**config.mk**
```make
export PLATFORM = sky130hd
export DESIGN_NAME = char_lcd_nibble_writer
export DESIGN_NICKNAME = d
export VERILOG_FILES = /design/src/rtl/clnw_pkg.sv /design/src/rtl/clnw_sequencer.sv /design/src/rtl/char_lcd_nibble_writer.sv
export VERILOG_INCLUDE_DIRS = /design/src /design/src/rtl
export SDC_FILE = /design/constraint.sdc
export NUM_CORES = 1
export LEC_CHECK = 0
export BUFFER_PORTS_ARGS = -buffer_cell sky130_fd_sc_hd__buf_2
export CORE_ASPECT_RATIO = 1.1
export CORE_UTILIZATION = 50
export CTS_CLUSTER_DIAMETER = 120
export DETAILED_ROUTE_END_ITERATION = 8
export GPL_TIMING_DRIVEN = 0
export PLACE_DENSITY_LB_ADDON = 0.15
export SLEW_MARGIN = 20
export SYNTH_ARGS = -nofsm -noshare
export SYNTH_HDL_FRONTEND = slang
export SYNTH_SLANG_ARGS = --single-unit
```
**constraint.sdc**
```tcl
create_clock -name clk -period 3.7 [get_ports clk]
set_input_delay 0.74 -clock clk [delete_from_list [all_inputs] [get_ports clk]]
set_output_delay 0.74 -clock clk [all_outputs]
set_load 0.005 [all_outputs]
```
**src/rtl/assert_macros.svh**
```systemverilog
// ----------------------------------------------------------------------------
// assert_macros.svh
// Clocked assertion helpers; each expects clk and rst_n in the calling scope.
// ----------------------------------------------------------------------------
`ifndef ASSERT_MACROS_SVH
`define ASSERT_MACROS_SVH

// Same-cycle implication, disabled during reset
`define ASSERT_IMPL(label, ante, cons, msg) \
    label: assert property (@(posedge clk) disable iff (!rst_n) (ante) |-> (cons)) \
        else $error(msg);

// Next-cycle implication, disabled during reset
`define ASSERT_NEXT(label, ante, cons, msg) \
    label: assert property (@(posedge clk) disable iff (!rst_n) (ante) |=> (cons)) \
        else $error(msg);

`endif

```
**src/rtl/clnw_pkg.sv**
```systemverilog
// ----------------------------------------------------------------------------
// clnw_pkg
// Shared types, command codes, display byte constants and the init table of
// the character display nibble writer.
// ----------------------------------------------------------------------------
`default_nettype none

package clnw_pkg;

    // Defaults for the top-level parameters
    localparam int unsigned LINE_CHARS_DEF    = 16;
    localparam int unsigned POWER_WAIT_MS_DEF = 40;

    // Item commands
    typedef enum logic [1:0] {
        CMD_INIT   = 2'd0,
        CMD_CLEAR  = 2'd1,
        CMD_CURSOR = 2'd2,
        CMD_CHAR   = 2'd3
    } cmd_t;

    // Event kinds and register select codes
    localparam logic EV_BUS   = 1'b0;
    localparam logic EV_POWER = 1'b1;
    localparam logic RS_CMD   = 1'b0;
    localparam logic RS_DATA  = 1'b1;

    // Display command bytes
    localparam logic [7:0] BYTE_CLEAR     = 8'h01;
    localparam logic [7:0] BYTE_LINE1_SET = 8'h80;
    localparam logic [7:0] BYTE_LINE2_SET = 8'hC0;

    // Index of the final event in the init sequence
    localparam logic [3:0] INIT_LAST_IDX = 4'd14;

    // Input word
    typedef struct packed {
        logic [1:0] command;
        logic [4:0] cursor_target;
        logic [7:0] char_code;
        logic [7:0] word_length;
        logic       word_first;
    } item_t;

    // Output word
    typedef struct packed {
        logic        event_kind;
        logic        reg_select;
        logic [3:0]  bus_nibble;
        logic [31:0] wait_after_ms;
        logic        last_event;
    } nib_t;

    // Source of the wait value attached to an event
    typedef enum logic [1:0] {
        WAIT_NONE  = 2'd0,
        WAIT_ONE   = 2'd1,
        WAIT_POWER = 2'd2
    } wait_sel_t;

    // One entry of the init sequence
    typedef struct packed {
        logic      kind;
        logic [3:0] nibble;
        wait_sel_t wsel;
    } init_evt_t;

    // Decoded work for one item: either the init sequence or up to three
    // bytes, of which the last may be character data
    typedef struct packed {
        logic            is_init;
        logic            last_char;
        logic [1:0]      nbytes;
        logic [2:0][7:0] code_bytes;
    } plan_t;

    // Init sequence: clear, power-on, 3, 3, 3, 2, 0x28, 0x0C, 0x06, clear
    function automatic init_evt_t init_event(input logic [3:0] idx);
        init_evt_t ev;
        ev = '{kind: EV_BUS, nibble: 4'h0, wsel: WAIT_NONE};
        case (idx)
            4'd0:  ev.nibble = 4'h0;
            4'd1:  ev.nibble = 4'h1;
            4'd2:  ev = '{kind: EV_POWER, nibble: 4'h0, wsel: WAIT_POWER};
            4'd3:  ev = '{kind: EV_BUS, nibble: 4'h3, wsel: WAIT_ONE};
            4'd4:  ev = '{kind: EV_BUS, nibble: 4'h3, wsel: WAIT_ONE};
            4'd5:  ev = '{kind: EV_BUS, nibble: 4'h3, wsel: WAIT_ONE};
            4'd6:  ev.nibble = 4'h2;
            4'd7:  ev.nibble = 4'h2;
            4'd8:  ev.nibble = 4'h8;
            4'd9:  ev.nibble = 4'h0;
            4'd10: ev.nibble = 4'hC;
            4'd11: ev.nibble = 4'h0;
            4'd12: ev.nibble = 4'h6;
            4'd13: ev.nibble = 4'h0;
            4'd14: ev.nibble = 4'h1;
            default: ev.nibble = 4'h0;
        endcase
        return ev;
    endfunction

endpackage

`default_nettype wire

```
**src/rtl/clnw_sequencer.sv**
```systemverilog
// ----------------------------------------------------------------------------
// clnw_sequencer
// Holds one decoded item and sends its nibble words out one per cycle while
// nib_stall is low, through a registered output stage.
// ----------------------------------------------------------------------------
`default_nettype none
`include "assert_macros.svh"

module clnw_sequencer #(
    parameter int unsigned POWER_WAIT_MS = clnw_pkg::POWER_WAIT_MS_DEF
) (
    input  wire logic            clk,
    input  wire logic            rst_n,
    input  wire logic            plan_load,
    input  wire clnw_pkg::plan_t plan_in,
    output logic                 plan_free,
    input  wire logic [31:0]     char_wait,
    output logic                 nib_valid,
    input  wire logic            nib_stall,
    output clnw_pkg::nib_t       nib_data
);

    localparam logic [31:0] POWER_WAIT = 32'(POWER_WAIT_MS);

    logic              plan_valid_reg;
    clnw_pkg::plan_t   plan_reg;
    logic [3:0]        idx_reg;
    logic              out_valid_reg;
    clnw_pkg::nib_t    out_reg;

    logic              out_free;
    logic              emit_fire;
    logic [3:0]        last_idx;
    logic              is_last;
    logic [1:0]        byte_sel;
    logic [7:0]        cur_byte;
    clnw_pkg::init_evt_t init_ev;
    clnw_pkg::nib_t    ev;

    // Output stage frees when empty or when its word is taken
    assign out_free  = !out_valid_reg || !nib_stall;
    assign emit_fire = plan_valid_reg && out_free;
    assign last_idx  = plan_reg.is_init ? clnw_pkg::INIT_LAST_IDX
                                        : {1'b0, plan_reg.nbytes - 2'd1, 1'b1};
    assign is_last   = (idx_reg == last_idx);
    assign plan_free = !plan_valid_reg || (emit_fire && is_last);

    // Build the event at the current index
    assign byte_sel = idx_reg[2:1];
    assign init_ev  = clnw_pkg::init_event(idx_reg);

    always_comb
    begin
        case (byte_sel)
            2'd0:    cur_byte = plan_reg.code_bytes[0];
            2'd1:    cur_byte = plan_reg.code_bytes[1];
            default: cur_byte = plan_reg.code_bytes[2];
        endcase

        ev = '0;
        ev.last_event = is_last;
        if (plan_reg.is_init)
        begin
            ev.event_kind = init_ev.kind;
            ev.reg_select = clnw_pkg::RS_CMD;
            ev.bus_nibble = init_ev.nibble;
            case (init_ev.wsel)
                clnw_pkg::WAIT_ONE:   ev.wait_after_ms = 32'd1;
                clnw_pkg::WAIT_POWER: ev.wait_after_ms = POWER_WAIT;
                default:              ev.wait_after_ms = 32'd0;
            endcase
        end
        else
        begin
            ev.event_kind = clnw_pkg::EV_BUS;
            ev.reg_select = (plan_reg.last_char && (byte_sel == plan_reg.nbytes - 2'd1))
                            ? clnw_pkg::RS_DATA : clnw_pkg::RS_CMD;
            // High nibble first, low nibble second
            ev.bus_nibble = idx_reg[0] ? cur_byte[3:0] : cur_byte[7:4];
            ev.wait_after_ms = (ev.reg_select == clnw_pkg::RS_DATA && idx_reg[0])
                               ? char_wait : 32'd0;
        end
    end

    // Hold the plan and advance through its events
    always_ff @(posedge clk or negedge rst_n)
    begin
        if (!rst_n)
        begin
            plan_valid_reg <= 1'b0;
            idx_reg        <= 4'd0;
        end
        else if (plan_load)
        begin
            plan_valid_reg <= 1'b1;
            idx_reg        <= 4'd0;
        end
        else if (emit_fire && is_last)
        begin
            plan_valid_reg <= 1'b0;
        end
        else if (emit_fire)
        begin
            idx_reg <= idx_reg + 4'd1;
        end
    end

    always_ff @(posedge clk)
    begin
        if (plan_load)
        begin
            plan_reg <= plan_in;
        end
    end

    // Output register: load a new word or drop the taken one
    always_ff @(posedge clk or negedge rst_n)
    begin
        if (!rst_n)
        begin
            out_valid_reg <= 1'b0;
        end
        else if (emit_fire)
        begin
            out_valid_reg <= 1'b1;
        end
        else if (!nib_stall)
        begin
            out_valid_reg <= 1'b0;
        end
    end

    always_ff @(posedge clk)
    begin
        if (emit_fire)
        begin
            out_reg <= ev;
        end
    end

    assign nib_valid = out_valid_reg;
    assign nib_data  = out_reg;

    `ASSERT_IMPL(a_load_when_free, plan_load, plan_free, "plan loaded while busy")
    `ASSERT_IMPL(a_idx_in_range, plan_valid_reg, idx_reg <= last_idx, "event index overrun")
    `ASSERT_NEXT(a_plan_retires, emit_fire && is_last && !plan_load, !plan_valid_reg,
                 "plan not retired after last word")

endmodule

`default_nettype wire

```
**src/rtl/char_lcd_nibble_writer.sv**
```systemverilog
// ----------------------------------------------------------------------------
// char_lcd_nibble_writer: 2-line character display writer over a 4-bit bus
// A taken item is held in the plan register; its words pass the output register.
// An item gives 2 to 15 words, one per cycle while nib_stall is low; the next
// item is taken as the previous item's last word enters the output register.
// Reset clears cursor count, word index, split flag, wait register and valids.
// ----------------------------------------------------------------------------
`default_nettype none
`include "assert_macros.svh"

module char_lcd_nibble_writer #(
    parameter int unsigned LINE_CHARS    = clnw_pkg::LINE_CHARS_DEF,
    parameter int unsigned POWER_WAIT_MS = clnw_pkg::POWER_WAIT_MS_DEF
) (
    input  wire logic            clk,
    input  wire logic            rst_n,
    input  wire logic            item_valid,
    output logic                 item_stall,
    input  wire clnw_pkg::item_t item_data,
    output logic                 nib_valid,
    input  wire logic            nib_stall,
    output clnw_pkg::nib_t       nib_data,
    input  wire logic            cfg_we,
    input  wire logic [31:0]     cfg_wdata
);

    localparam logic [7:0] LC8   = 8'(LINE_CHARS);
    localparam logic [8:0] LC9   = 9'(LINE_CHARS);
    localparam logic [8:0] LC2_9 = 9'(2 * LINE_CHARS);

    logic [31:0]     char_wait_reg;
    logic [7:0]      cursor_reg, cursor_next;
    logic [7:0]      word_index_reg, word_index_next;
    logic            split_reg, split_next;

    logic            plan_free;
    logic            item_take;
    logic            char_take;
    clnw_pkg::plan_t plan_next;

    logic [8:0]      len9;
    logic [8:0]      span9;
    logic [7:0]      target8;
    logic [7:0]      target_byte;
    logic [1:0]      npre;
    logic [7:0]      pre0, pre1;

    assign item_stall = !plan_free;
    assign item_take  = item_valid && plan_free;
    assign char_take  = item_take && (item_data.command == clnw_pkg::CMD_CHAR);

    // Configuration register
    always_ff @(posedge clk or negedge rst_n)
    begin
        if (!rst_n)
        begin
            char_wait_reg <= 32'd0;
        end
        else if (cfg_we)
        begin
            char_wait_reg <= cfg_wdata;
        end
    end

    // Cursor byte for a set cursor command
    assign target8     = {3'd0, item_data.cursor_target};
    assign target_byte = (target8 < LC8) ? (clnw_pkg::BYTE_LINE1_SET + target8)
                                         : (clnw_pkg::BYTE_LINE2_SET + target8 - LC8);

    // Placement of a word and the plan for the item
    assign len9  = (item_data.word_length == 8'd0) ? 9'd1 : {1'b0, item_data.word_length};
    assign span9 = {1'b0, cursor_reg} + len9;

    always_comb
    begin
        cursor_next     = cursor_reg;
        word_index_next = word_index_reg;
        split_next      = split_reg;
        npre            = 2'd0;
        pre0            = clnw_pkg::BYTE_LINE1_SET;
        pre1            = clnw_pkg::BYTE_CLEAR;
        plan_next       = '0;
        plan_next.nbytes = 2'd1;

        case (item_data.command)
            clnw_pkg::CMD_INIT:
            begin
                plan_next.is_init = 1'b1;
            end
            clnw_pkg::CMD_CLEAR:
            begin
                plan_next.code_bytes[0] = clnw_pkg::BYTE_CLEAR;
            end
            clnw_pkg::CMD_CURSOR:
            begin
                plan_next.code_bytes[0] = target_byte;
            end
            default:
            begin
                if (item_data.word_first)
                begin
                    word_index_next = 8'd0;
                    split_next      = 1'b0;
                    if (len9 > LC9)
                    begin
                        // Longer than a line: home, clear, split later
                        split_next  = 1'b1;
                        cursor_next = 8'd0;
                        npre        = 2'd2;
                    end
                    else if (span9 > LC2_9)
                    begin
                        // Runs past line two: home and clear
                        cursor_next = 8'd0;
                        npre        = 2'd2;
                    end
                    else if (span9 >= LC9 && cursor_reg < LC8)
                    begin
                        // Reaches or crosses end of line one: move to line two
                        cursor_next = LC8;
                        pre0        = clnw_pkg::BYTE_LINE2_SET;
                        npre        = 2'd1;
                    end
                end
                // Split word reaches the line boundary
                if (split_next && word_index_next == LC8)
                begin
                    pre0       = clnw_pkg::BYTE_LINE2_SET;
                    npre       = 2'd1;
                    split_next = 1'b0;
                end

                plan_next.last_char     = 1'b1;
                plan_next.nbytes        = npre + 2'd1;
                plan_next.code_bytes[0] = pre0;
                plan_next.code_bytes[1] = pre1;
                case (npre)
                    2'd0:    plan_next.code_bytes[0] = item_data.char_code;
                    2'd1:    plan_next.code_bytes[1] = item_data.char_code;
                    default: plan_next.code_bytes[2] = item_data.char_code;
                endcase

                cursor_next     = cursor_next + 8'd1;
                word_index_next = (word_index_next == 8'hFF) ? word_index_next
                                                             : word_index_next + 8'd1;
            end
        endcase
    end

    // Placement state advances on each character word
    always_ff @(posedge clk or negedge rst_n)
    begin
        if (!rst_n)
        begin
            cursor_reg     <= 8'd0;
            word_index_reg <= 8'd0;
            split_reg      <= 1'b0;
        end
        else if (char_take)
        begin
            cursor_reg     <= cursor_next;
            word_index_reg <= word_index_next;
            split_reg      <= split_next;
        end
    end

    clnw_sequencer #(
        .POWER_WAIT_MS (POWER_WAIT_MS)
    ) u_seq (
        .clk       (clk),
        .rst_n     (rst_n),
        .plan_load (item_take),
        .plan_in   (plan_next),
        .plan_free (plan_free),
        .char_wait (char_wait_reg),
        .nib_valid (nib_valid),
        .nib_stall (nib_stall),
        .nib_data  (nib_data)
    );

    `ASSERT_NEXT(a_first_char_index, char_take && item_data.word_first,
                 word_index_reg == 8'd1, "word index not restarted")
    `ASSERT_NEXT(a_cursor_steps, char_take && !item_data.word_first && !split_reg,
                 cursor_reg == $past(cursor_reg) + 8'd1, "cursor did not advance")
    `ASSERT_NEXT(a_split_clears, char_take && !item_data.word_first && split_reg &&
                 word_index_reg == LC8, !split_reg, "split flag kept past line boundary")

endmodule

`default_nettype wire
```
Yosys cells after proc, flatten, opt, wreduce, memory -nomap -nowiden. Index checks and enable logic that the tools add are counted.

Bits in registers: 122. Bits of input ports: 61. Logic and storage cells: 136.

Mux-type cells: 48. Equal/unequal tests: 24. Magnitude comparators: 5. $add $sub $neg: 9. Bitwise gates (word level): 2. Reduce and logical (&&, ||, !) cells: 29.

Operators with widths (count): two-way mux 8 bit (14); two-way mux 36 bit (1); two-way mux 32 bit (1); two-way mux 7 bit (4); case mux 4 bit (6 select lines) (1); case mux 8 bit (3 select lines) (1); two-way mux 4 bit (5); two-way mux 19 bit (1); adder 8 x 1 -> 8 bit (second input constant) (2); == test 4 x 3 -> 1 bit (second input constant) (4); == test 4 bit (second input constant) (4); case mux 8 bit (2 select lines) (1); two-way mux 1 bit (12); case mux 6 bit (2 select lines) (1); two-way mux 2 bit (5); adder 8 x 8 -> 9 bit (1); greater-or-equal comparator 9 x 5 -> 1 bit (second input constant) (1); > comparator 9 x 6 -> 1 bit (second input constant) (1); adder 7 x 6 -> 8 bit (first input constant) (1); adder 8 x 5 -> 8 bit (first input constant) (1); == test 2 x 1 -> 1 bit (second input constant) (4); == test 4 x 2 -> 1 bit (second input constant) (2); == test 8 x 5 -> 1 bit (second input constant) (1); == test 8 bit (second input constant) (1); 26 further kinds (47).

Longest topological paths before layout. Gate-level depths: netlist of run 1.

Depth in word-level cells: 15. Mapped depth: 18.

Modules after synthesis. From an unflattened synthesis of run 1, not the netlist that was laid out.

Cell total of the unflattened synthesis: 500. Area, all modules: 6092.1 um^2.

Modules (own cells, without submodules): clnw_sequencer (area each 3139.3 um^2, seq. area each 2162.1 um^2, cells each 205, instances 1); char_lcd_nibble_writer (area each 2952.8 um^2, seq. area each 1226.2 um^2, cells each 295, instances 1).

Least setup slack after synthesis of run 1. Ideal clock, no wire load.

Kind: input -> register. Start: in item_data[2] (netlist bit). End: reg u_seq.plan_reg[16] (netlist bit) (data pin). Stages on the path: 16. Slack: -571 ps. Path buffers: 2. Data required time: 3566 ps. Arrival time: 4137 ps. Cells stage by stage: nor4_1 > a21o_1 > ha_1 > inv_1 > fa_1 > nand2b_1 > a21oi_2 > a31oi_1 > mux2_4 > nor3_1 > a22oi_1 > clkbuf_1 > ha_1 > clkbuf_1 > nor4_1 > and3_1.

Cells in the longest elaborated chain, start to end: 13. Elaborated cells on any way between the ends: 20. Those cells by class: add/sub: 1; order compare: 3; eq/ne: 1; mux: 10; reduce/logical: 5.

RTL lines: start, declared (RTL line char_lcd_nibble_writer.sv:19) `input wire clnw_pkg::item_t item_data,`; logical NOT 8 bit (RTL line char_lcd_nibble_writer.sv:71) `assign len9 = (item_data.word_length == 8'd0) ? 9'd1 : {1'b0, item_data.word_length};`; two-way mux 8 bit (*) (RTL line char_lcd_nibble_writer.sv:71); adder 8 x 8 -> 9 bit (RTL line char_lcd_nibble_writer.sv:72) `assign span9 = {1'b0, cursor_reg} + len9;`; greater-or-equal comparator 9 x 5 -> 1 bit (RTL line char_lcd_nibble_writer.sv:117) `else if (span9 >= LC9 && cursor_reg < LC8)`; logical AND 1 bit (RTL line char_lcd_nibble_writer.sv:117); two-way mux 1 bit (RTL line char_lcd_nibble_writer.sv:117); two-way mux 2 bit (RTL line char_lcd_nibble_writer.sv:111) `else if (span9 > LC2_9)`; two-way mux 2 bit (RTL line char_lcd_nibble_writer.sv:104) `if (len9 > LC9)`; two-way mux 2 bit (RTL line char_lcd_nibble_writer.sv:100) `if (item_data.word_first)`; two-way mux 2 bit (*) (RTL line char_lcd_nibble_writer.sv:126) `if (split_next && word_index_next == LC8)`; two-way mux 2 bit (*) (RTL line char_lcd_nibble_writer.sv:85) `case (item_data.command)`; == test 2 x 1 -> 1 bit or logical NOT 2 bit (tied branches) (RTL line char_lcd_nibble_writer.sv:137) `case (npre)`; OR reduction 5 bit (no line) (*); end signal, assigned (RTL line clnw_sequencer.sv:112) `plan_reg <= plan_in;`; end, declared (RTL line clnw_sequencer.sv:26) `clnw_pkg::plan_t plan_reg;`.

Every way passes the cells marked *; elsewhere a longest branch is shown, timed or not. The select of a mux whose other input is x is not followed. A chain may end at the register's enable or synchronous reset.

Worst setup path after layout of run 1.
Start: in item_data[7] (netlist bit). End: reg cursor_reg[6].

Cells in the longest elaborated chain, start to end: 11. Elaborated cells on any way between the ends: 13. Those cells by class: add/sub: 2; order compare: 3; mux: 6; reduce/logical: 2.

RTL lines: logical NOT 8 bit (RTL line char_lcd_nibble_writer.sv:71); two-way mux 8 bit (*) (RTL line char_lcd_nibble_writer.sv:71); adder 8 x 8 -> 9 bit (RTL line char_lcd_nibble_writer.sv:72); greater-or-equal comparator 9 x 5 -> 1 bit (RTL line char_lcd_nibble_writer.sv:117); logical AND 1 bit (RTL line char_lcd_nibble_writer.sv:117); two-way mux 8 bit (RTL line char_lcd_nibble_writer.sv:117); two-way mux 8 bit (RTL line char_lcd_nibble_writer.sv:111); two-way mux 8 bit (*) (RTL line char_lcd_nibble_writer.sv:104); two-way mux 8 bit (*) (RTL line char_lcd_nibble_writer.sv:100); two-way mux 8 bit (*) (RTL line char_lcd_nibble_writer.sv:85); adder 8 x 1 -> 8 bit (*) (RTL line char_lcd_nibble_writer.sv:143) `cursor_next = cursor_next + 8'd1;`; end signal, assigned (RTL line char_lcd_nibble_writer.sv:161) `cursor_reg <= cursor_next;`; end, declared (RTL line char_lcd_nibble_writer.sv:32) `logic [7:0] cursor_reg, cursor_next;`.

Marked as above.

==> impl_metrics.yaml, run 1 <==
die:
  die_x_microns: 107
  coreArea_sq_um: 11600
  io_pins: 102
  die_area_sq_um: 12500
  start_util_pct: 51.9
  die_h_microns: 117
  num_rows: 41
synthesis:
  ys_seq_area_share_pct: 56.3
  synth_compound_area_share_pct: 10.5
  synth_top_family_by_area: "simple AND/OR/NAND/NOR gates"
  synth_edf_count: 67
  yosys.area_share.adder_pct: 4.49
  async_flop_share_pct: 45.1
  yosys.area_share.simple_pct: 16.1
  synthesis.area_sq_um: 6020
  synth_top_area_share_pct: 33.4
  synthesis.nets: 595
  synth_cells: 513
  post_synth_most_frequent_cells: "edfxtp_1 (67), dfrtp_1 (55), and2_1 (40)"
  yosysWarnings: 0
  avgSynthCellArea_sq_um: 11.7
  ys_top_cells_by_area: "edfxtp_1 (33%), dfrtp_1 (23%), mux2_2 (6.4%)"
  netlist.top_cell.by_area: "edfxtp_1"
  ys_seq_elements: 122
  ys.flop_type: "edfxtp_1"
  synth_xor_area_share_pct: 1.31
  synth_cell_types: 60
  synth.most_common_cell: "edfxtp_1"
  synthMuxAreaShare_pct: 8.11
worst_hold_path:
  worstHoldPathType: "in -> async"
timing:
  tns_ps: -28.0
  rsz0062_at_grt: "yes"
  finalSetupViolCount: 1
  finClkSkew_ps: 8.78
  fmax_mhz: 268
  finalCritPeriodShare_pct: 101
  final.min_clock_period_ps: 3730
  hold_viol_final: 0
  drv_slew: 0
  setup_ws_ps: -28.0
  slew-limit-headroom_pct: 35.1
  tightest_slew_ps: 973
route:
  ant_nets: 0
  via_per_inst: 5.43
  wire_per_inst_microns: 15.5
  remaining_drc_errors: 0
  drt_wl_total_microns: 12500
  drtPass1Iterations: 4
  drt_iter0_drc: 198
  vias: 4402
global_route:
  grt_pass1_vias: 4331
  grt_first_pass_wirelength_microns: 20500
  grt_overflow: 0
  antenna_found_initial: 1
  grt_start_max_net_pins: 56
  gr-usage-all-layers_pct: 21.4
setup_path:
  slowest_delay_ps: 440
  crit_family: "simple AND/OR/NAND/NOR gates"
  cp_slowest_cell: "o41ai_4"
  crit_buf_inv: 3
  cp_data_required_time_ps: 4050
  criticalPathCategory: "in -> reg"
  crit_chain: "buf_2 -> nor3_4 -> a21o_1 -> ha_2 -> inv_2 -> fa_2 -> nand2b_4 -> a21oi_4 -> xnor2_2 -> a211oi_2 -> buf_4 -> o41ai_4 -> and2_4 -> ha_4 -> nand3_4 -> or4_4 -> nand3_2"
  critPathLaunchType: "input port"
  cp_max_fo: 5
  worstPathArrival_ps: 4070
  end_kind: "flip-flop"
pwr:
  ir_drop_uv: 353
  leakagePower_nw: 3.28
  clockPowerShare_pct: 36.7
  intPower_mw: 3.25
  power.density_nw_per_um2: 591
  swShare_pct: 29.0
  p_comb_share_pct: 25.3
  seqPwrFrac_pct: 38.0
  p_sw_mw: 1.33
finish:
  design_area_sq_um: 7740
  regArea_sq_um: 3390
  nets: 729
  area_growth_pct: 28.6
  drive_gt1_share_pct: 35.6
  antenna_cells: 0
  multi_input_area_sq_um: 2670
  fill_cells: 893
  largest_reg_flops: 39
  stdcell_count: 810
clock_tree:
  cts_buffers: 17
  insertion_delay_ps: 410
  cts.path.max_buffers: 2
  cts-root-buf: "clkbuf_16"
  hold_buffers: 0
  cts_tree: "yes"
  clk_pin_slew_worst_paths_ps: 60
  cts_sinks: 122
  htree_levels: 4
run_status:
  outcome: "complete, but fails checks"
  violations: "setup timing"
place:
  dpl.hpwl_microns: 8770
  gp_congestion: 0.823
  io_buffers: 100
  dpl.cell_count: 764
  post-place-ws_ps: -788
  placed_area_sq_um: 6840
job:
  maxCapViolations: 0
==> final timing paths <==
kind | from | end | slack, ps | cells past startpoint
worst min register to register | word_index_reg[0]$_DFFE_PN0P_ | word_index_reg[0]$_DFFE_PN0P_ | 490 | 2
worst max-delay path | item_data[7] | cursor_reg[6]$_DFFE_PN0P_ | -30 | 17
worst min-delay path | rst_n | u_seq.idx_reg[0]$_DFFE_PN0P_ | 390 | 1
max in group asynchronous | rst_n | word_index_reg[1]$_DFFE_PN0P_ | 2820 | 1
worst max register to register | cursor_reg[2]$_DFFE_PN0P_ | cursor_reg[6]$_DFFE_PN0P_ | 350 | 12
min in group clk | word_index_reg[0]$_DFFE_PN0P_ | word_index_reg[0]$_DFFE_PN0P_ | 490 | 2
==> repair_timing <==
item,CTS,global route
gates resized for setup,17,20
pin swaps,19,19
setup endpoints to repair,26,25
setup buffers,14,3
==> routing by layer <==
layer  share of wire [%]  track usage [%]  routed length, microns  vias to the layer above
met3                 4.7             5.26                     590                       20
li1                    -                -                       -                     2120
met2                  50             37.1                    6200                      125
met1                  44             25.8                    5530                     2135
met4                 1.5             8.68                     186                        2
met5                0.10                0                      13                        -
==> power by group through the flow <==
stage | clock network [mW] | logic [mW] | registers [mW]
after floorplan | 0 | 0.753 | 1.76
after global placement | 0 | 1.03 | 1.76
after detailed placement | 0 | 1.07 | 1.77
after CTS | 1.70 | 1.12 | 1.74
after global routing | 1.76 | 1.29 | 1.76
final | 1.68 | 1.16 | 1.74
==> area by class of cell <==
class / count / share of cell area (%)
Inverter: 15 / 0.727
Multi-Input combinational cell: 347 / 34.5
Buffer: 28 / 1.91
Clock buffer: 18 / 5.67
Timing Repair Buffer: 116 / 8.84
Tap cell: 150 / 2.42
Clock inverter: 14 / 2.21
Sequential cell: 122 / 43.8
==> per-stage QoR <==
stage / utilization [%] / total power [mW] / hold WS (ps)
6_report: 66.8 / 4.58 / 394
5_1_grt: 66.8 / 4.81 / 447
4_1_cts: 66.0 / 4.56 / 411
3_5_place_dp: 59.0 / 2.84 / 468
3_3_place_gp: 58.7 / 2.79 / 462
2_1_floorplan: - / 2.51 / 442
==> cells in the final DEF, fill, tap and decap left out, drive strengths merged, types with 8 or more instances in the layout <==
master  instances
a21oi          24
and2           43
and3           16
buf           121
clkbuf         41
dfrtp          55
edfxtp         67
ha             20
inv            16
mux2           35
mux2i           9
nand2          34
nand2b         11
nand3           8
nor2           32
nor3            9
o21ai          31
==> kinds of logic after synthesis <==
logic type      Yosys count
simple gates            179
flops                   122
compound gates           94
buf+inv                  44
mux                      44
fa+ha+maj                21
xor+xnor                  9
==> worst reg2reg max path, delay by kind of cell, from the launching register on <==
kind | cells | cell delay [ps]
and+or+nand+nor | 5 | 950
buffers and inverters | 1 | 170
AOI/OAI and AO/OA | 4 | 1130
DFF | 1 | 470
adders and majority gates | 2 | 580
No activity file was read; power rests on OpenSTA's default activity.
==> inputs of run 2 (changes only) <==
ABC_AREA = 1   (was unset)
==> run 2 against run 1 <==
  * The run now ends clean
  * Synthesized cell count is 32% higher
  * Fmax increased by 6.0%
  * Clock-buffer cell count rose by 4
  * Routed wire length grew 1.3%
  * Power rose by 12%
  * Worst hold slack lost 1.1 ps
  * Combinational power increased by 25%
  * Register-to-register slack improved by 330 ps
  * Clock power about the same
  * Via count increased by 9.5%
  * First-iteration DRC count up 41%
  * Cell count grew 19%
==> impl_metrics.yaml, run 2 <==
run_status:
  outcome: "finished clean"
clock_tree:
  cts_buffers: 17
  insertion_delay_ps: 410
  cts_sinks: 122
  cts-root-buf: "clkbuf_16"
  hold_buffers: 0
  htree_levels: 4
  cts_tree: "yes"
  cts.path.max_buffers: 2
  clk_pin_slew_worst_paths_ps: 50
synthesis:
  synth.most_common_cell: "nand2_1"
  ys_seq_area_share_pct: 55.8
  netlist.top_cell.by_area: "edfxtp_1"
  yosysWarnings: 0
  ys.flop_type: "edfxtp_1"
  post_synth_most_frequent_cells: "nand2_1 (171), inv_1 (110), nor2_1 (78)"
  avgSynthCellArea_sq_um: 8.99
  async_flop_share_pct: 45.1
  synth_cells: 676
  synthesis.nets: 758
  synth_cell_types: 46
  synthesis.area_sq_um: 6070
  ys_top_cells_by_area: "edfxtp_1 (33%), dfrtp_1 (23%), nand2_1 (11%)"
  ys_seq_elements: 122
  synth_edf_count: 67
  synth_top_area_share_pct: 33.1
global_route:
  grt_overflow: 0
  gr-usage-all-layers_pct: 21.8
  grt_first_pass_wirelength_microns: 21600
  grt_start_max_net_pins: 56
  grt_pass1_vias: 4752
  antenna_found_initial: 0
timing:
  finalCritPeriodShare_pct: 95.1
  finClkSkew_ps: 12.4
  tns_ps: 0
  final.min_clock_period_ps: 3520
  hold_ws_ps: 393
  finalSetupViolCount: 0
  rsz0062_at_grt: "yes"
  drv_slew: 0
  slew-limit-headroom_pct: 51.5
  tightest_slew_ps: 727
  hold_viol_final: 0
  fmax_mhz: 284
route:
  drt_iter0_drc: 279
  drtPass1Iterations: 4
  vias: 4820
  drt_wl_total_microns: 12700
  wire_per_inst_microns: 13.1
  via_per_inst: 4.98
  remaining_drc_errors: 0
  ant_nets: 0
die:
  io_pins: 102
  die_area_sq_um: 12600
  die_x_microns: 107
  die_h_microns: 118
  coreArea_sq_um: 11600
  num_rows: 41
  start_util_pct: 52.2
place:
  io_buffers: 99
  dpl.hpwl_microns: 8940
  gp_congestion: 0.849
pwr:
  leakagePower_nw: 3.63
  power.density_nw_per_um2: 677
  ir_drop_uv: 354
  power.total_mw: 5.13
setup_path:
  critPathLaunchType: "input port"
  cp_max_fo: 6
  worst-r2r-cell-count: 21
  r2r_end: "cursor_reg[6]$_DFFE_PN0P_"
  criticalPathCategory: "in -> reg"
  r2r_slack_ps: 680
  worstPathArrival_ps: 3810
  end_kind: "flip-flop"
  timing.rr.start: "cursor_reg[0]$_DFFE_PN0P_"
  cp_data_required_time_ps: 4000
finish:
  drive_gt1_share_pct: 23.4
  final_common_cell: "nand2_1"
  largest_reg_flops: 39
  fill_cells: 969
  nets: 886
  area_growth_pct: 24.8
  antenna_cells: 0
  final_cell_mix: "nand2_1 (167), inv_1 (104), buf_2 (97)"
job:
  maxCapViolations: 0
worst_hold_path:
  worstHoldPathType: "in -> async"
## run 2: worst max-delay path, stage by stage
cell and delay, ps:
buf_6 90, or3_4 400, o31ai_4 180, ha_2 210, inv_2 40, fa_2 530
nand3_2 80, nor2_2 120, nand3_1 80, nor2_1 110, nor2_1 70, nor2_2 110
nand2_2 110, nand2_8 120, nand2_4 50, nor2_2 100, ha_2 190, nand2_2 60
inv_2 50, nand4_1 100, inv_1 100, nand4_1 70, nand2_1 70, inv_1 30
## run 2: worst max-delay path by stage
stage / from / to / depth (start not counted)
6_report: item_data[6] / cursor_reg[6]$_DFFE_PN0P_ / 24
4_1_cts: item_data[8] / u_seq.plan_reg[22]$_SDFFCE_PP0P_ / 19
2_1_floorplan: item_data[8] / cursor_reg[4]$_DFFE_PN0P_ / 23
3_5_place_dp: item_data[8] / u_seq.plan_reg[22]$_SDFFCE_PP0P_ / 19
3_3_place_gp: item_data[8] / u_seq.plan_reg[16]$_SDFFCE_PP0P_ / 19
5_1_grt: item_data[6] / cursor_reg[4]$_DFFE_PN0P_ / 24
## run 2: power breakdown
| group | internal [mW] | switching, mW | leakage [nW] |
|---|---|---|---|
| combinational | 0.536 | 0.917 | 1.99 |
| clock | 1.09 | 0.571 | 0.296 |
| sequential | 1.86 | 0.165 | 1.34 |
| total | 3.48 | 1.65 | 3.63 |
## run 2: area by class of cell
class                   count  area (sq um)  share of cell area, %
plain buffers              17          72.6                  0.957
clock buffers              22           497                   6.55
clock inverters            10           113                   1.48
inverters                 113           429                   5.66
multi-input cells         424          2300                   30.3
flip-flops and latches    122          3390                   44.7
well taps                 150           188                   2.47
repair buffers            109           598                   7.89
## run 2: cells by family (layout without fill, tap and decap cells)
logic type                 count (synthesis)  after routing  synth area share, %
and+or+nand+nor                          315            315                 22.6
xor gates and xnor gates                   7              7                 1.01
AOI/OAI and AO/OA                         81             81                 7.87
adders and majority gates                 21             21                 4.45
buffers and inverters                    130            271                 8.26
DFF                                      122            122                 55.8
## run 2: timing repair
item,4_1_cts,5_1_grt
gates resized for setup,4,24
setup buffers,1,8
pin swaps,4,15
gates cloned,0,0
setup endpoints to repair,11,18
## run 2: per-layer routing
layer  up-vias  share of wire (%)  track usage (%)
li1       2436                  -                -
met1      2242                 44             27.0
met2       134                 49             36.7
met3         8                5.8             5.81
met4         0               0.82             7.11
met5         -                  0                0
## run 2: stage by stage
stage | setup WS (ps) | instance area (sq um) | instances | utilization (%)
floorplan | -4.64 | 6100 | 676 | -
global placement | -462 | 6780 | 925 | 58.2
detailed placement | -494 | 6800 | 926 | 58.4
CTS | 16.0 | 7430 | 959 | 63.8
global route | -51.3 | 7580 | 967 | 65.1
finish | 183 | 7580 | 967 | 65.1
==> inputs of run 3 (changes only) <==
clock period = 2.81 ns   (was 3.7 ns; I/O delays follow)
==> run 3 against run 2 <==
  * The run now ends with setup timing left
  * Power increased by 37%
  * Flip-flop and latch count unchanged
  * Worst hold slack got worse by 190 ps
  * Utilization increased by 3.3 points
  * Global-route usage increased by 0.66 points
  * Routed wire length increased by 6.4%
  * First-iteration DRC count decreased by 18%
  * Sequential power increased by 32%
  * Setup slack got worse by 750 ps
  * Cell count increased by 1.1%
  * Via count increased by 3.5%
  * Die area unchanged
  * Critical path type unchanged
  * Critical endpoint is now cursor_reg[4]$_DFFE_PN0P_
==> impl_metrics.yaml, run 3 (synthesis results as in run 2) <==
place:
  io_buffers: 99
  post-place-ws_ps: -1120
  dpl.hpwl_microns: 8860
  gp_congestion: 0.823
timing:
  rsz0062_at_grt: "yes"
  finClkSkew_ps: 13.9
  setup_ws_ps: -563
  hold_viol_final: 0
  finalCritPeriodShare_pct: 120
  fmax_mhz: 296
  drv_slew: 0
  tightest_slew_ps: 1040
  finalSetupViolCount: 34
  final.min_clock_period_ps: 3370
  slew-limit-headroom_pct: 30.4
  hold_ws_ps: 206
setup_path:
  timing.rr.start: "cursor_reg[0]$_DFFE_PN0P_"
  r2r_slack_ps: -240
  end_kind: "flip-flop"
  critPathLaunchType: "input port"
  criticalPathCategory: "in -> reg"
  r2r_end: "cursor_reg[4]$_DFFE_PN0P_"
  worst-r2r-cell-count: 22
  worstPathArrival_ps: 3660
  cp_max_fo: 4
  cp_data_required_time_ps: 3100
clock_tree:
  clk_pin_slew_worst_paths_ps: 60
  insertion_delay_ps: 410
  cts_tree: "yes"
  cts.path.max_buffers: 2
  htree_levels: 4
  cts-root-buf: "clkbuf_16"
  hold_buffers: 0
  cts_buffers: 17
  cts_sinks: 122
global_route:
  antenna_found_initial: 0
  grt_first_pass_wirelength_microns: 22400
  gr-usage-all-layers_pct: 22.5
  grt_pass1_vias: 4935
  grt_start_max_net_pins: 56
  grt_overflow: 0
worst_hold_path:
  worstHoldPathType: "in -> async"
run_status:
  outcome: "complete, but fails checks"
  violations: "setup timing"
route:
  vias: 4989
  drt_iter0_drc: 230
  top_layer_used: "met4"
  drt_wl_total_microns: 13500
  wl_met3_microns: 659
  wire_per_inst_microns: 13.8
  ant_nets: 0
  via_per_inst: 5.10
  drtPass1Iterations: 5
  route.met2.wl_microns: 6790
  remaining_drc_errors: 0
  wl_met1_microns: 5890
finish:
  final_cell_mix: "nand2_1 (150), inv_1 (103), buf_2 (97)"
  regArea_sq_um: 3390
  largest_reg_flops: 39
  final_common_cell: "nand2_1"
  area_growth_pct: 31.2
  multi_input_area_sq_um: 2540
  antenna_cells: 0
  drive_gt1_share_pct: 29.7
  nets: 897
  fill_cells: 901
die:
  num_rows: 41
  die_area_sq_um: 12600
  io_pins: 102
  coreArea_sq_um: 11600
  die_h_microns: 118
  start_util_pct: 52.2
  die_x_microns: 107
pwr:
  power.total_mw: 7.02
  power.density_nw_per_um2: 881
  ir_drop_uv: 469
  leakagePower_nw: 3.69
job:
  maxCapViolations: 0
## run 3: power by group
| part | internal (mW) | leakage (nW) | total [mW] | switching, mW |
|---|---|---|---|---|
| logic | 0.767 | 2.07 | 2.10 | 1.34 |
| clock network | 1.45 | 0.288 | 2.24 | 0.797 |
| registers | 2.45 | 1.34 | 2.67 | 0.220 |
## run 3: timing repair
item,CTS,global route
gates resized for setup,36,59
pin swaps,14,21
setup endpoints to repair,66,37
setup buffers,12,9
cloned,2,1
## run 3: how the worst max path moves through the flow
stage                       from                                to  slack (ps)  cells after the start
CTS                 item_data[8]         cursor_reg[4]$_DFFE_PN0P_        -540                     25
detailed placement  item_data[8]  u_seq.plan_reg[16]$_SDFFCE_PP0P_       -1120                     19
finish              item_data[8]         cursor_reg[4]$_DFFE_PN0P_        -560                     25
floorplan           item_data[8]         cursor_reg[4]$_DFFE_PN0P_        -630                     23
global route        item_data[8]         cursor_reg[6]$_DFFE_PN0P_        -740                     25
global placement    item_data[8]  u_seq.plan_reg[16]$_SDFFCE_PP0P_       -1030                     19
## run 3: routing by layer
metal	global-route usage, %	up-vias
li1	-	2456
met1	28.8	2381
met2	38.0	138
met3	4.65	14
met4	6.93	0
met5	0	-
## run 3: final cells by class
cell class | instances | share of cell area [%]
flip-flops and latches | 122 | 42.5
clock buffers | 19 | 5.68
repair buffers | 117 | 8.84
plain buffers | 17 | 0.911
multi-input cells | 424 | 31.9
well taps | 150 | 2.36
repair inverters | 3 | 0.220
clock inverters | 13 | 2.10
inverters | 113 | 5.51
## run 3: worst max-delay path, stage by stage
cell	delay (ps)
buf_6	90
or3_4	400
o31ai_4	190
ha_2	220
inv_2	40
fa_2	530
nand3_2	80
nor2_2	80
nand3_1	80
nor2_1	100
nor2_1	70
nor2_2	90
nand2_2	100
buf_12	140
nand2_8	70
nand2_4	60
nor2_4	100
ha_4	140
nand2_2	50
inv_2	50
nand4_1	130
inv_2	100
nand2_1	50
nand3_1	70
o21ai_1	70
## run 3: through the flow
step | instance area, sq um | TNS, ps | util [%] | std cells
6_report | 7970 | -13280 | 68.4 | 978
5_1_grt | 7970 | -17490 | 68.4 | 978
3_3_place_gp | 6820 | -39170 | 58.6 | 925
2_1_floorplan | 6140 | -13850 | - | 676
3_5_place_dp | 6820 | -44470 | 58.6 | 925
4_1_cts | 7700 | -10870 | 66.1 | 970
